<file path="src/rtl/netstring_metadata_deframer_assert.svh">
// ----------------------------------------------------------------------------
// Assertion macros for the netstring metadata deframer
// Clocked on clock; NMD_ASSERT is disabled in reset, NMD_ASSERT_RST is not.
// ----------------------------------------------------------------------------
`ifndef NETSTRING_METADATA_DEFRAMER_ASSERT_SVH
`define NETSTRING_METADATA_DEFRAMER_ASSERT_SVH

`ifndef SYNTH

`define NMD_ASSERT(lbl, prop, msg) \
   lbl: assert property (@(posedge clock) disable iff (reset) (prop)) else $error(msg);

`define NMD_ASSERT_RST(lbl, prop, msg) \
   lbl: assert property (@(posedge clock) (prop)) else $error(msg);

`else

`define NMD_ASSERT(lbl, prop, msg)

`define NMD_ASSERT_RST(lbl, prop, msg)

`endif

`endif

</file>
<file path="src/rtl/nmd_pkg.sv">
`timescale 1ns / 1ps
// ----------------------------------------------------------------------------
// nmd_pkg
// Types and codes shared by the netstring metadata deframer modules.
// ----------------------------------------------------------------------------
package nmd_pkg;

   localparam int MaxDigits  = 9;
   localparam int CountBits  = 32;
   localparam logic [31:0] CountMask = 32'((64'd1 << CountBits) - 64'd1);

   localparam int RspDepth   = 4;
   localparam int RspPtrBits = $clog2(RspDepth);

   localparam logic [7:0] CharColon = 8'h3A;
   localparam logic [7:0] CharComma = 8'h2C;
   localparam logic [7:0] CharZero  = 8'h30;
   localparam logic [7:0] CharNine  = 8'h39;

   // result kinds
   localparam logic [1:0] KindByte   = 2'd0;
   localparam logic [1:0] KindEnd    = 2'd1;
   localparam logic [1:0] KindStatus = 2'd2;

   // frame status codes
   localparam logic [3:0] StOk       = 4'd0;
   localparam logic [3:0] StHdrShort = 4'd1;
   localparam logic [3:0] StTooShort = 4'd2;
   localparam logic [3:0] StNoColon  = 4'd3;
   localparam logic [3:0] StNoComma  = 4'd4;
   localparam logic [3:0] StLeadZero = 4'd5;
   localparam logic [3:0] StNoLength = 4'd6;
   localparam logic [3:0] StTooLong  = 4'd7;
   localparam logic [3:0] StMissing  = 4'd8;

   // parser phases
   localparam logic [2:0] PhHead    = 3'd0;
   localparam logic [2:0] PhFirst   = 3'd1;
   localparam logic [2:0] PhDigits  = 3'd2;
   localparam logic [2:0] PhPayload = 3'd3;
   localparam logic [2:0] PhComma   = 3'd4;
   localparam logic [2:0] PhIdle    = 3'd5;
   localparam logic [2:0] PhError   = 3'd6;

   typedef struct packed {
      logic [1:0]  kind;
      logic [7:0]  out_byte;
      logic        is_value;
      logic [31:0] entry_index;
      logic [29:0] string_length;
      logic [3:0]  status;
      logic [31:0] entry_count;
      logic        last;
   } nmd_result_type;

   typedef struct packed {
      logic [1:0]     count;
      nmd_result_type first;
      nmd_result_type second;
   } nmd_push_type;

endpackage

</file>
<file path="src/rtl/nmd_rsp_fifo.sv">
`timescale 1ns / 1ps
// ----------------------------------------------------------------------------
// nmd_rsp_fifo
// Result queue: up to two results in a cycle, one out a cycle while rsp_ready.
// ----------------------------------------------------------------------------
module nmd_rsp_fifo
   import nmd_pkg::*;
(
   input  logic           clock,
   input  logic           reset,
   input  nmd_push_type   push,
   output logic           space_ok,
   output logic           rsp_valid,
   input  logic           rsp_ready,
   output nmd_result_type rsp_data
);

   `include "netstring_metadata_deframer_assert.svh"

   nmd_result_type mem_ff [RspDepth];
   logic [RspPtrBits-1:0] wr_ptr_ff, wr_ptr_in;
   logic [RspPtrBits-1:0] rd_ptr_ff, rd_ptr_in;
   logic [RspPtrBits:0]   count_ff, count_in;
   logic                  pop;
   logic [RspPtrBits-1:0] wr_next;

   assign rsp_valid = (count_ff != '0);
   assign rsp_data  = mem_ff[rd_ptr_ff];
   assign pop       = rsp_valid && rsp_ready;
   assign space_ok  = (count_ff <= (RspPtrBits + 1)'(RspDepth - 2));
   assign wr_next   = wr_ptr_ff + 1'b1;

   always_comb begin
      wr_ptr_in = wr_ptr_ff + RspPtrBits'(push.count);
      rd_ptr_in = rd_ptr_ff + RspPtrBits'(pop);
      count_in  = count_ff + (RspPtrBits + 1)'(push.count) - (RspPtrBits + 1)'(pop);
   end

   always_ff @(posedge clock) begin
      if (reset) begin
         wr_ptr_ff <= '0;
         rd_ptr_ff <= '0;
         count_ff  <= '0;
      end else begin
         wr_ptr_ff <= wr_ptr_in;
         rd_ptr_ff <= rd_ptr_in;
         count_ff  <= count_in;
      end
   end

   always_ff @(posedge clock) begin
      if (push.count != 2'd0) begin
         mem_ff[wr_ptr_ff] <= push.first;
      end
      if (push.count == 2'd2) begin
         mem_ff[wr_next] <= push.second;
      end
   end

   `NMD_ASSERT(a_fifo_bound, count_ff <= (RspPtrBits + 1)'(RspDepth), "result queue overflow")
   `NMD_ASSERT(a_fifo_pop,
      pop && (push.count == 2'd0) |=> count_ff == $past(count_ff) - 1'b1,
      "result queue pop lost")
   `NMD_ASSERT_RST(a_fifo_reset, reset |=> count_ff == '0, "result queue not empty after reset")

endmodule

</file>
<file path="src/rtl/nmd_parser.sv">
`timescale 1ns / 1ps
// ----------------------------------------------------------------------------
// nmd_parser
// Frame parser: header count, netstring digits, payload, comma and status.
// ----------------------------------------------------------------------------
module nmd_parser
   import nmd_pkg::*;
(
   input  logic         clock,
   input  logic         reset,
   input  logic         accept,
   input  logic [7:0]   data_byte,
   input  logic         frame_end,
   input  logic         swap_count,
   output nmd_push_type push
);

   `include "netstring_metadata_deframer_assert.svh"

   logic [2:0]  phase_ff, phase_in;
   logic [2:0]  header_bytes_ff, header_bytes_in;
   logic [31:0] count_value_ff, count_value_in;
   logic [31:0] entries_left_ff, entries_left_in;
   logic [31:0] pair_index_ff, pair_index_in;
   logic [3:0]  digit_count_ff, digit_count_in;
   logic [29:0] length_accum_ff, length_accum_in;
   logic [29:0] payload_left_ff, payload_left_in;
   logic        value_side_ff, value_side_in;
   logic [3:0]  pending_error_ff, pending_error_in;
   logic [31:0] bytes_required_ff, bytes_required_in;
   logic [31:0] bytes_since_ff, bytes_since_in;

   always_comb begin
      logic           digit;
      logic [29:0]    dval;
      logic [3:0]     st;
      nmd_result_type r0;
      nmd_result_type r1;
      logic           r0_valid;

      digit = data_byte inside {[CharZero:CharNine]};
      dval  = 30'(data_byte - CharZero);

      phase_in          = phase_ff;
      header_bytes_in   = header_bytes_ff;
      count_value_in    = count_value_ff;
      entries_left_in   = entries_left_ff;
      pair_index_in     = pair_index_ff;
      digit_count_in    = digit_count_ff;
      length_accum_in   = length_accum_ff;
      payload_left_in   = payload_left_ff;
      value_side_in     = value_side_ff;
      pending_error_in  = pending_error_ff;
      bytes_required_in = bytes_required_ff;
      bytes_since_in    = bytes_since_ff;

      r0       = '0;
      r1       = '0;
      r0_valid = 1'b0;
      st       = StOk;

      if (accept) begin
         if ((phase_ff != PhHead) && (phase_ff != PhIdle) && (bytes_since_ff != '1)) begin
            bytes_since_in = bytes_since_ff + 32'd1;
         end

         case (phase_ff)
            PhHead: begin
               if (swap_count) begin
                  count_value_in = {count_value_ff[23:0], data_byte};
               end else begin
                  count_value_in = count_value_ff
                                 | (32'(data_byte) << {header_bytes_ff[1:0], 3'b000});
               end
               header_bytes_in = header_bytes_ff + 3'd1;
               if (header_bytes_in >= 3'd4) begin
                  count_value_in  = count_value_in & CountMask;
                  entries_left_in = count_value_in;
                  bytes_since_in  = '0;
                  phase_in        = (count_value_in == '0) ? PhIdle : PhFirst;
               end
            end
            PhFirst: begin
               bytes_required_in = 32'd3;
               if (!digit) begin
                  pending_error_in = StNoLength;
                  phase_in         = PhError;
               end else begin
                  digit_count_in  = 4'd1;
                  length_accum_in = dval;
                  phase_in        = PhDigits;
               end
            end
            PhDigits: begin
               if (digit) begin
                  if ((digit_count_ff == 4'd1) && (length_accum_ff == '0)) begin
                     pending_error_in = StLeadZero;
                     phase_in         = PhError;
                  end else if (digit_count_ff >= 4'(MaxDigits)) begin
                     pending_error_in = StTooLong;
                     phase_in         = PhError;
                  end else begin
                     length_accum_in = (length_accum_ff << 3) + (length_accum_ff << 1) + dval;
                     digit_count_in  = digit_count_ff + 4'd1;
                  end
               end else begin
                  bytes_required_in = 32'(length_accum_ff) + 32'(digit_count_ff) + 32'd2;
                  if (data_byte != CharColon) begin
                     pending_error_in = StNoColon;
                     phase_in         = PhError;
                  end else begin
                     payload_left_in = length_accum_ff;
                     phase_in        = (length_accum_ff != '0) ? PhPayload : PhComma;
                  end
               end
            end
            PhPayload: begin
               r0_valid       = 1'b1;
               r0.kind        = KindByte;
               r0.out_byte    = data_byte;
               r0.is_value    = value_side_ff;
               r0.entry_index = pair_index_ff;
               payload_left_in = payload_left_ff - 30'd1;
               if (payload_left_in == '0) begin
                  phase_in = PhComma;
               end
            end
            PhComma: begin
               if (data_byte != CharComma) begin
                  pending_error_in = StNoComma;
                  phase_in         = PhError;
               end else begin
                  r0_valid         = 1'b1;
                  r0.kind          = KindEnd;
                  r0.is_value      = value_side_ff;
                  r0.entry_index   = pair_index_ff;
                  r0.string_length = length_accum_ff;
                  bytes_since_in   = '0;
                  digit_count_in   = '0;
                  length_accum_in  = '0;
                  if (value_side_ff) begin
                     value_side_in   = 1'b0;
                     pair_index_in   = pair_index_ff + 32'd1;
                     entries_left_in = entries_left_ff - 32'd1;
                     phase_in        = (entries_left_in == '0) ? PhIdle : PhFirst;
                  end else begin
                     value_side_in = 1'b1;
                     phase_in      = PhFirst;
                  end
               end
            end
            default: begin
            end
         endcase

         r0.last = !frame_end;

         if (frame_end) begin
            if (phase_in == PhHead) begin
               st = StHdrShort;
            end else if (phase_in == PhIdle) begin
               st = StOk;
            end else if (phase_in == PhError) begin
               st = (bytes_since_in < bytes_required_in) ? StTooShort : pending_error_in;
            end else if ((phase_in == PhFirst) && (bytes_since_in == '0)) begin
               st = value_side_in ? StTooShort : StMissing;
            end else begin
               st = StTooShort;
            end
            r1.kind        = KindStatus;
            r1.entry_index = pair_index_in;
            r1.status      = st;
            r1.entry_count = (phase_in == PhHead) ? '0 : count_value_in;
            r1.last        = 1'b1;

            phase_in          = PhHead;
            header_bytes_in   = '0;
            count_value_in    = '0;
            entries_left_in   = '0;
            pair_index_in     = '0;
            digit_count_in    = '0;
            length_accum_in   = '0;
            payload_left_in   = '0;
            value_side_in     = 1'b0;
            pending_error_in  = StOk;
            bytes_required_in = '0;
            bytes_since_in    = '0;
         end
      end

      push.count  = accept ? (2'(r0_valid) + 2'(frame_end)) : 2'd0;
      push.first  = r0_valid ? r0 : r1;
      push.second = r1;
   end

   always_ff @(posedge clock) begin
      if (reset) begin
         phase_ff          <= PhHead;
         header_bytes_ff   <= '0;
         count_value_ff    <= '0;
         entries_left_ff   <= '0;
         pair_index_ff     <= '0;
         digit_count_ff    <= '0;
         length_accum_ff   <= '0;
         payload_left_ff   <= '0;
         value_side_ff     <= 1'b0;
         pending_error_ff  <= StOk;
         bytes_required_ff <= '0;
         bytes_since_ff    <= '0;
      end else begin
         phase_ff          <= phase_in;
         header_bytes_ff   <= header_bytes_in;
         count_value_ff    <= count_value_in;
         entries_left_ff   <= entries_left_in;
         pair_index_ff     <= pair_index_in;
         digit_count_ff    <= digit_count_in;
         length_accum_ff   <= length_accum_in;
         payload_left_ff   <= payload_left_in;
         value_side_ff     <= value_side_in;
         pending_error_ff  <= pending_error_in;
         bytes_required_ff <= bytes_required_in;
         bytes_since_ff    <= bytes_since_in;
      end
   end

   `NMD_ASSERT(a_two_results,
      push.count == 2'd2 |->
         (push.first.kind != KindStatus) && (push.second.kind == KindStatus),
      "status must follow a payload result")
   `NMD_ASSERT(a_header_bytes, phase_ff == PhHead |-> header_bytes_ff <= 3'd3, "header byte count out of range")
   `NMD_ASSERT(a_frame_restart,
      accept && frame_end |=> (phase_ff == PhHead) && (pair_index_ff == '0),
      "frame end did not restart parser")

endmodule

</file>
<file path="src/rtl/netstring_metadata_deframer.sv">
`timescale 1ns / 1ps
// ----------------------------------------------------------------------------
// netstring_metadata_deframer
// Deframes a metadata frame of netstring key/value pairs, one byte a cycle.
//
//   channel  direction  ports         content
//   req      in         req_*         frame byte and frame end flag
//   rsp      out        rsp_*         payload byte, string end or frame status
//   csr      in         csr_*         swap_count register write
//
// One byte is accepted per cycle while req_ready is high; the parser updates
// its state in the cycle of acceptance and the results land in a four-entry
// result queue, visible on rsp from the next cycle; a byte yields at most two
// results. req_ready drops while the queue holds three or more results; bytes
// that yield no result keep flowing under a stalled rsp side until then.
// Reset clears the parser, the queue and swap_count; no clearing pass.
// ----------------------------------------------------------------------------
module netstring_metadata_deframer
   import nmd_pkg::*;
(
   input  logic        clock,
   input  logic        reset,
   input  logic        req_valid,
   output logic        req_ready,
   input  logic [7:0]  req_data_byte,
   input  logic        req_frame_end,
   output logic        rsp_valid,
   input  logic        rsp_ready,
   output logic [1:0]  rsp_kind,
   output logic [7:0]  rsp_out_byte,
   output logic        rsp_is_value,
   output logic [31:0] rsp_entry_index,
   output logic [29:0] rsp_string_length,
   output logic [3:0]  rsp_status,
   output logic [31:0] rsp_entry_count,
   output logic        rsp_last,
   input  logic        csr_valid,
   output logic        csr_ready,
   input  logic        csr_swap_count
);

   logic           swap_count_ff, swap_count_in;
   logic           accept;
   logic           space_ok;
   nmd_push_type   push;
   nmd_result_type rsp_data;

   assign csr_ready = 1'b1;
   assign req_ready = space_ok;
   assign accept    = req_valid && space_ok;

   always_comb begin
      swap_count_in = swap_count_ff;
      if (csr_valid) begin
         swap_count_in = csr_swap_count;
      end
   end

   always_ff @(posedge clock) begin
      if (reset) begin
         swap_count_ff <= 1'b0;
      end else begin
         swap_count_ff <= swap_count_in;
      end
   end

   nmd_parser u_parser (
      .clock      (clock),
      .reset      (reset),
      .accept     (accept),
      .data_byte  (req_data_byte),
      .frame_end  (req_frame_end),
      .swap_count (swap_count_ff),
      .push       (push)
   );

   nmd_rsp_fifo u_rsp_fifo (
      .clock     (clock),
      .reset     (reset),
      .push      (push),
      .space_ok  (space_ok),
      .rsp_valid (rsp_valid),
      .rsp_ready (rsp_ready),
      .rsp_data  (rsp_data)
   );

   assign rsp_kind          = rsp_data.kind;
   assign rsp_out_byte      = rsp_data.out_byte;
   assign rsp_is_value      = rsp_data.is_value;
   assign rsp_entry_index   = rsp_data.entry_index;
   assign rsp_string_length = rsp_data.string_length;
   assign rsp_status        = rsp_data.status;
   assign rsp_entry_count   = rsp_data.entry_count;
   assign rsp_last          = rsp_data.last;

endmodule
</file>
<file path="config.mk">
export PLATFORM = sky130hd
export DESIGN_NAME = netstring_metadata_deframer
export DESIGN_NICKNAME = d
export VERILOG_FILES = /design/src/rtl/nmd_pkg.sv /design/src/rtl/nmd_rsp_fifo.sv /design/src/rtl/nmd_parser.sv /design/src/rtl/netstring_metadata_deframer.sv
export VERILOG_INCLUDE_DIRS = /design/src /design/src/rtl
export SDC_FILE = /design/constraint.sdc
export NUM_CORES = 2
export LEC_CHECK = 0
export ABC_AREA = 1
export BUFFER_PORTS_ARGS = -buffer_cell sky130_fd_sc_hd__buf_2
export CELL_PAD_IN_SITES_DETAIL_PLACEMENT = 2
export CELL_PAD_IN_SITES_GLOBAL_PLACEMENT = 2
export CORE_UTILIZATION = 31
export DETAILED_ROUTE_END_ITERATION = 6
export PLACE_DENSITY_LB_ADDON = 0.1
export SLEW_MARGIN = 5
export SYNTH_ARGS = -nofsm -noshare
export SYNTH_HDL_FRONTEND = slang
export SYNTH_SLANG_ARGS = --single-unit
</file>
<file path="constraint.sdc">
create_clock -name clock -period 15.8 [get_ports clock]
set_input_delay 1.58 -clock clock [delete_from_list [all_inputs] [get_ports clock]]
set_output_delay 1.58 -clock clock [all_outputs]
set_load 0.05 [all_outputs]
</file>
* Word level (Yosys, flattened, before mapping)
Memories as Yosys holds them, arrays and structs flattened. A register that Yosys moved wholly into a read port is not among the register bits. Cells that the tools add are included.
Storage, ports and cells: input bits 15, register bits after elaboration 243, output and inout port bits 113, RAM bits 440, memories kept 1
Memory list:
- u_rsp_fifo.mem_ff | depth 4, bits a word 110, rd ports 1, clocked after Yosys merged registers in 1, wr ports 2, line nmd_rsp_fifo.sv:20 | nmd_result_type mem_ff [RspDepth];
Operators by class: order comparisons 6, mux-type cells 103, reductions and logical operators 27, shift-type cells 1, add/sub/neg operators 17, equal/unequal tests 22, bitwise logic cells 1
Operators with widths (number):
- 2-to-1 mux 32 bit | 24
- 2-to-1 mux 30 bit | 10
- one-hot mux 32 bit (2 select lines) | 3
- 2-to-1 mux 110 bit | 1
- logical NOT 32 bit | 3
- one-hot mux 30 bit (3 select lines) | 1
- 2-to-1 mux 4 bit | 19
- 2-to-1 mux 37 bit | 2
- 2-to-1 mux 73 bit | 1
- one-hot mux 33 bit (2 select lines) | 1
- adder 32 x 1 -> 32 bit, second input constant | 2
- 2-to-1 mux 63 bit | 1
- adder 30 bit | 2
- logical NOT 30 bit | 2
- one-hot mux 30 bit (2 select lines) | 1
- 2-to-1 mux 3 bit | 16
- adder 32 x 2 -> 32 bit, second input constant | 1
- less-than comparator 32 bit | 1
- inequality test 32 bit, second input constant | 1
- OR 32 bit | 1
- left shift 8 x 5 -> 32 bit | 1
- subtractor 32 x 1 -> 32 bit, second input constant | 1
- adder 30 x 4 -> 31 bit | 1
- nonzero test 30 bit | 1
- other kinds (39) | 80

* Longest topological paths before layout
word-level depth 19, mapped depth 35, depth with buffers taken out 35

* Modules after synthesis
Synthesis repeated with hierarchy kept, for this count alone.
Second synthesis, totals: cell total of the unflattened synthesis 5482, area total of the unflattened synthesis 41454.8 um2
Modules (own cells, without submodules):
- nmd_rsp_fifo | area an instance 21355.5 um2, instances 1, sequential area each 13352.8 um2, cells an instance 2217
- nmd_parser | area an instance 20035.5 um2, instances 1, sequential area each 4704.5 um2, cells an instance 3254
- netstring_metadata_deframer | area an instance 63.8 um2, instances 1, sequential area each 20.0 um2, cells an instance 11

* Worst setup path before layout
OpenSTA, ideal clock, no wires.
path kind input-to-reg, start input port req_data_byte[4], end memory u_rsp_fifo.mem_ff[1][0] (netlist bit) (enable), data arrival time 5.530 ns, slack 9.543 ns, buffers on the path 5, required time 15.073 ns, setup time 0.727 ns, stages 20, cells stage by stage clkbuf_1 > inv_1 > ha_1 > nand3_2 > nor2_4 > inv_1 > nor2_1 > nor2_2 > inv_2 > buf_2 > buf_2 > ha_1 > inv_1 > nor2_1 > nor2_1 > inv_1 > nand2_1 > clkbuf_1 > clkbuf_1 > nand2_1
RTL lines:
- start, declared | line netstring_metadata_deframer.sv:25 | input logic [7:0] req_data_byte,
- end, declared | line nmd_rsp_fifo.sv:20

==> implementation parameters <==
Parameter                              Value

STA
  Total count of max-transition violations in the final report    0
  Slew headroom    28.8%
  Measured slew at the worst slew-check pin    approximately 1.1 ns
  Highest attainable clock frequency    0.148 GHz
  Tmin final    6.76 ns
  Final count of hold timing violations    0
  Largest clock skew in the final design    between 0.04 and 0.05 ns
  Setup repair after global routing missed its margin    false
  Setup Total Neg Slack    0 ns
  Final hold slack    0.464 ns
  Fin crit share    42.8%
  Final setup violating endpoints    0

Cells and area
  Filler cell count in the final layout    14700
  Proportion of layout cells with a drive suffix above 1    8.17%
  Utilization after layout    35.0%
  Area Overhead vs Synth    12.1%
  Final #Nets    between 5000 and 6000

Synth
  Flop and latch count out of synthesis    683
  Cell count after synthesis    ~5300
  Warning count from the yosys run    0
  Sequential area share after synthesis    42.1%
  Async set-reset flop share out of synthesis    0%
  EDFF count, synth    280
  Mean Syn Cell Area    7.33 µm²
  Number of distinct library cells after synthesis    between 70 and 80
  Mapped Nets    about 5500
  Cell types occupying the most area after synthesis    edfxtp_1 (21%), dfxtp_1 (21%), nand2_1 (11%)
  Synth Flop Type    dfxtp_1
  Top-area cell type share of the netlist area    21.5%
  Cell taking the most area after synthesis    edfxtp_1
  Mapped cell area    39100 µm²

Placement
  Gpl congestion    0.813
  Port-buffer cells    ~130
  Final HPWL from detailed placement    112000 µm

GRT
  Maximum number of pins on one net before global-route repair    between 100 and 150
  Global-route wire length before repair    roughly 250000 µm
  Antenna violations before repair    11
  Remaining Overflow, GRT    0
  Vias in the first global route    a little under 40000
  Total GRT Usage    25.1%

Drt
  Number of nets with antenna violations after detailed routing    0
  Post-route DRC violation count    0
  Total wire length    around 160000 µm
  Routed via count    roughly 38000
  Number of violations reported at the end of detailed-routing iteration 0    ~1900
  Vias per inst    between 5 and 6
  Final routed wire length divided by cell count    23.1 µm
  Initial DRT Pass Iterations    5

Floorplanning
  Count of pins on the block boundary    128
  Die footprint    128000 µm²
  Chip width    357 µm
  Vert. Die Dim    357 µm
  Cell row count    130
  Core Footprint    125000 µm²
  Initial cell density of the core    31.2%

Power
  Static Leakage    0.0163 µW
  Total power divided by cell area    approximately 130 nW/µm²
  Worst IR drop on VDD    roughly 0.000082 V

Clocking
  Number of hold-repair buffers added at the cts stage    0
  Post-CTS Resized    0
  Clock-pin slew on the worst setup and hold paths    0.06 ns
  TritonCTS clock tree    built
  H-tree depth reported by CTS    3
  Clock latency of the later-clocked register in the worst-skew pair    0.69 ns
  Num Clock Sinks    683
  Cell chosen for the clock root    clkbuf_16
  Buffers inserted during post-CTS setup optimization    0
  Number of buffers created by CTS    85
  CTS max path bufs    3

Setup path
  Category of the worst setup path launch point    primary input
  Combined buffer and inverter count along the critical path    9
  Cell with the largest stage delay on the worst path    inv_2
  Setup crit end kind    flip-flop
  Worst-path cell chain    buf_2 -> nand2_4 -> buf_4 -> nor2_4 -> buf_4 -> nor2_4 -> buf_4 -> inv_2 -> ha_1 -> inv_1 -> nor2_1 -> nor2_1 -> inv_1 -> nand2_4 -> buf_4 -> o21ai_0 -> inv_2 -> nor2_1 -> a21boi_1
  Crit path top cell by count    buf_4
  Data required time at the worst endpoint    16.20 ns
  Kind of cell adding the most delay to the critical path    buffers and inverters
  Critical path class    primary input to flip-flop
  Worst Path Max Fanout    65
  Arrival time reported for the critical path endpoint    7.16 ns
  Max stage delay on crit path    roughly 0.65 ns

Hold path
  Type of the worst min-delay path    flip-flop to flip-flop

Job
  Max Cap Viol    0

Outcome
  Run status    finished, final reports clean
-- placed cells by master (no fill, tap or decap), types with 14 or more instances in the layout --
cell type	n
nand2_1	1090
nor2_1	798
o21ai_0	603
dfxtp_1	401
inv_1	357
nand3_1	329
a21oi_1	307
edfxtp_1	280
o22ai_1	252
buf_2	125
clkbuf_16	87
ha_1	84
nand4_1	71
buf_4	56
xor2_1	52
nor3_1	44
xnor2_1	32
fa_1	29
nor2_2	23
clkbuf_1	21
o211ai_1	20
a211oi_1	17
nand2_2	16
clkbuf_8	16
clkinv_1	15
a31oi_1	15
inv_2	14
clkinv_2	14
-- registers in the layout (all words and copies together), names as in the netlist, 2 cells and up --
signal                      count
u_parser.bytes_required_ff     32
u_parser.bytes_since_ff        32
u_parser.count_value_ff        32
u_parser.digit_count_ff         4
u_parser.entries_left_ff       32
u_parser.header_bytes_ff        3
u_parser.length_accum_ff       30
u_parser.pair_index_ff         32
u_parser.payload_left_ff       30
u_parser.pending_error_ff       4
u_parser.phase_ff               3
u_rsp_fifo.count_ff             3
u_rsp_fifo.mem_ff             440
u_rsp_fifo.rd_ptr_ff            2
u_rsp_fifo.wr_ptr_ff            2
-- final timing paths --
check	to	slack, ns	cells past startpoint	startpoint
worst min-delay path	u_parser.bytes_required_ff[17]	0.46	2	u_parser.bytes_required_ff[17]
worst max register to register	u_rsp_fifo.mem_ff[1][33]	9.33	19	u_rsp_fifo.count_ff[1]
worst min register to register	u_parser.bytes_required_ff[17]	0.46	2	u_parser.bytes_required_ff[17]
worst max-delay path	u_rsp_fifo.mem_ff[1][33]	9.04	19	req_valid
-- tightest hold or removal path, cell delays in order (launching register included) --
cell     delay, ns
dfxtp_1       0.31
nand2_1       0.06
a21oi_1       0.05
-- report_power, final --
| part | total [µW] | switching [µW] | internal, µW | leakage [µW] |
|---|---|---|---|---|
| Clock | 2000 | 842 | 1150 | 0.00137 |
| Sequential | 1940 | 59.0 | 1890 | 0.00605 |
| Combinational | 1750 | 1380 | 370 | 0.00884 |
-- area by class of cell --
cell class	instances	area [µm²]	share of cell area, %
timing repair buffer	183	1080	2.46
multi-input combinational	3952	20000	45.6
clock inverter	34	338	0.770
sequential	683	16500	37.6
inverter	383	1450	3.30
antenna	1	2.50	0.00570
clock buffer	123	2460	5.61
tap	1650	2060	4.70
-- per-stage QoR --
stage / setup slack, ns / instances / instance area [µm²] / power, µW
floorplan: 9.54 / 5337 / 39100 / 3190
global placement: 8.42 / 6851 / 41100 / 3720
detailed placement: 8.29 / 6851 / 41100 / 3750
CTS: 8.93 / 7008 / 43900 / 5770
global route: 8.58 / 7008 / 43900 / 5950
finish: 9.04 / 7009 / 43900 / 5680
-- metal layers --
| layer | track usage (%) | up-vias | routed length [µm] |
|---|---|---|---|
| met5 | 0 | - | 53 |
| met2 | 43.2 | 461 | 78100 |
| met4 | 5.64 | 6 | 3010 |
| li1 | - | 18100 | - |
| met1 | 33.7 | 19300 | 76400 |
| met3 | 2.61 | 169 | 4620 |
-- cells by family (layout without fill, tap and decap cells) --
logic type      count (synthesis)  after routing  synth area share (%)
other cells                     1              2               0.00958
fa+ha+maj                     113            113                  4.17
compound gates               1304           1304                  18.4
mux                             1              1                0.0288
buf+inv                       702            723                  7.13
xor+xnor                       85             85                  1.92
flops                         683            683                  42.1
simple gates                 2448           2448                  26.2
-- Yosys cell counts (all sizes together) (3+ instances only) --
| cell | number |
|---|---|
| ha | 84 |
| or2 | 10 |
| a21boi | 5 |
| xnor2 | 32 |
| o211a | 4 |
| dfxtp | 403 |
| fa | 29 |
| a2bb2oi | 4 |
| and2 | 4 |
| nor4 | 13 |
| nand3 | 336 |
| a22oi | 7 |
| a32oi | 3 |
| clkinv | 8 |
| o21ai | 619 |
| nor3b | 3 |
| a211oi | 17 |
| o31ai | 8 |
| inv | 375 |
| o211ai | 20 |
| o22ai | 252 |
| nand4 | 72 |
| clkbuf | 261 |
| buf | 57 |
| nor3 | 52 |
| nand3b | 5 |
| nand2 | 1117 |
| xor2 | 53 |
| a31oi | 15 |
| o221ai | 5 |
| a221oi | 11 |
| a21oi | 311 |
| edfxtp | 280 |
| o21a | 7 |
| a21o | 6 |
| nor2 | 833 |
Power figures use the tool's default switching activity.
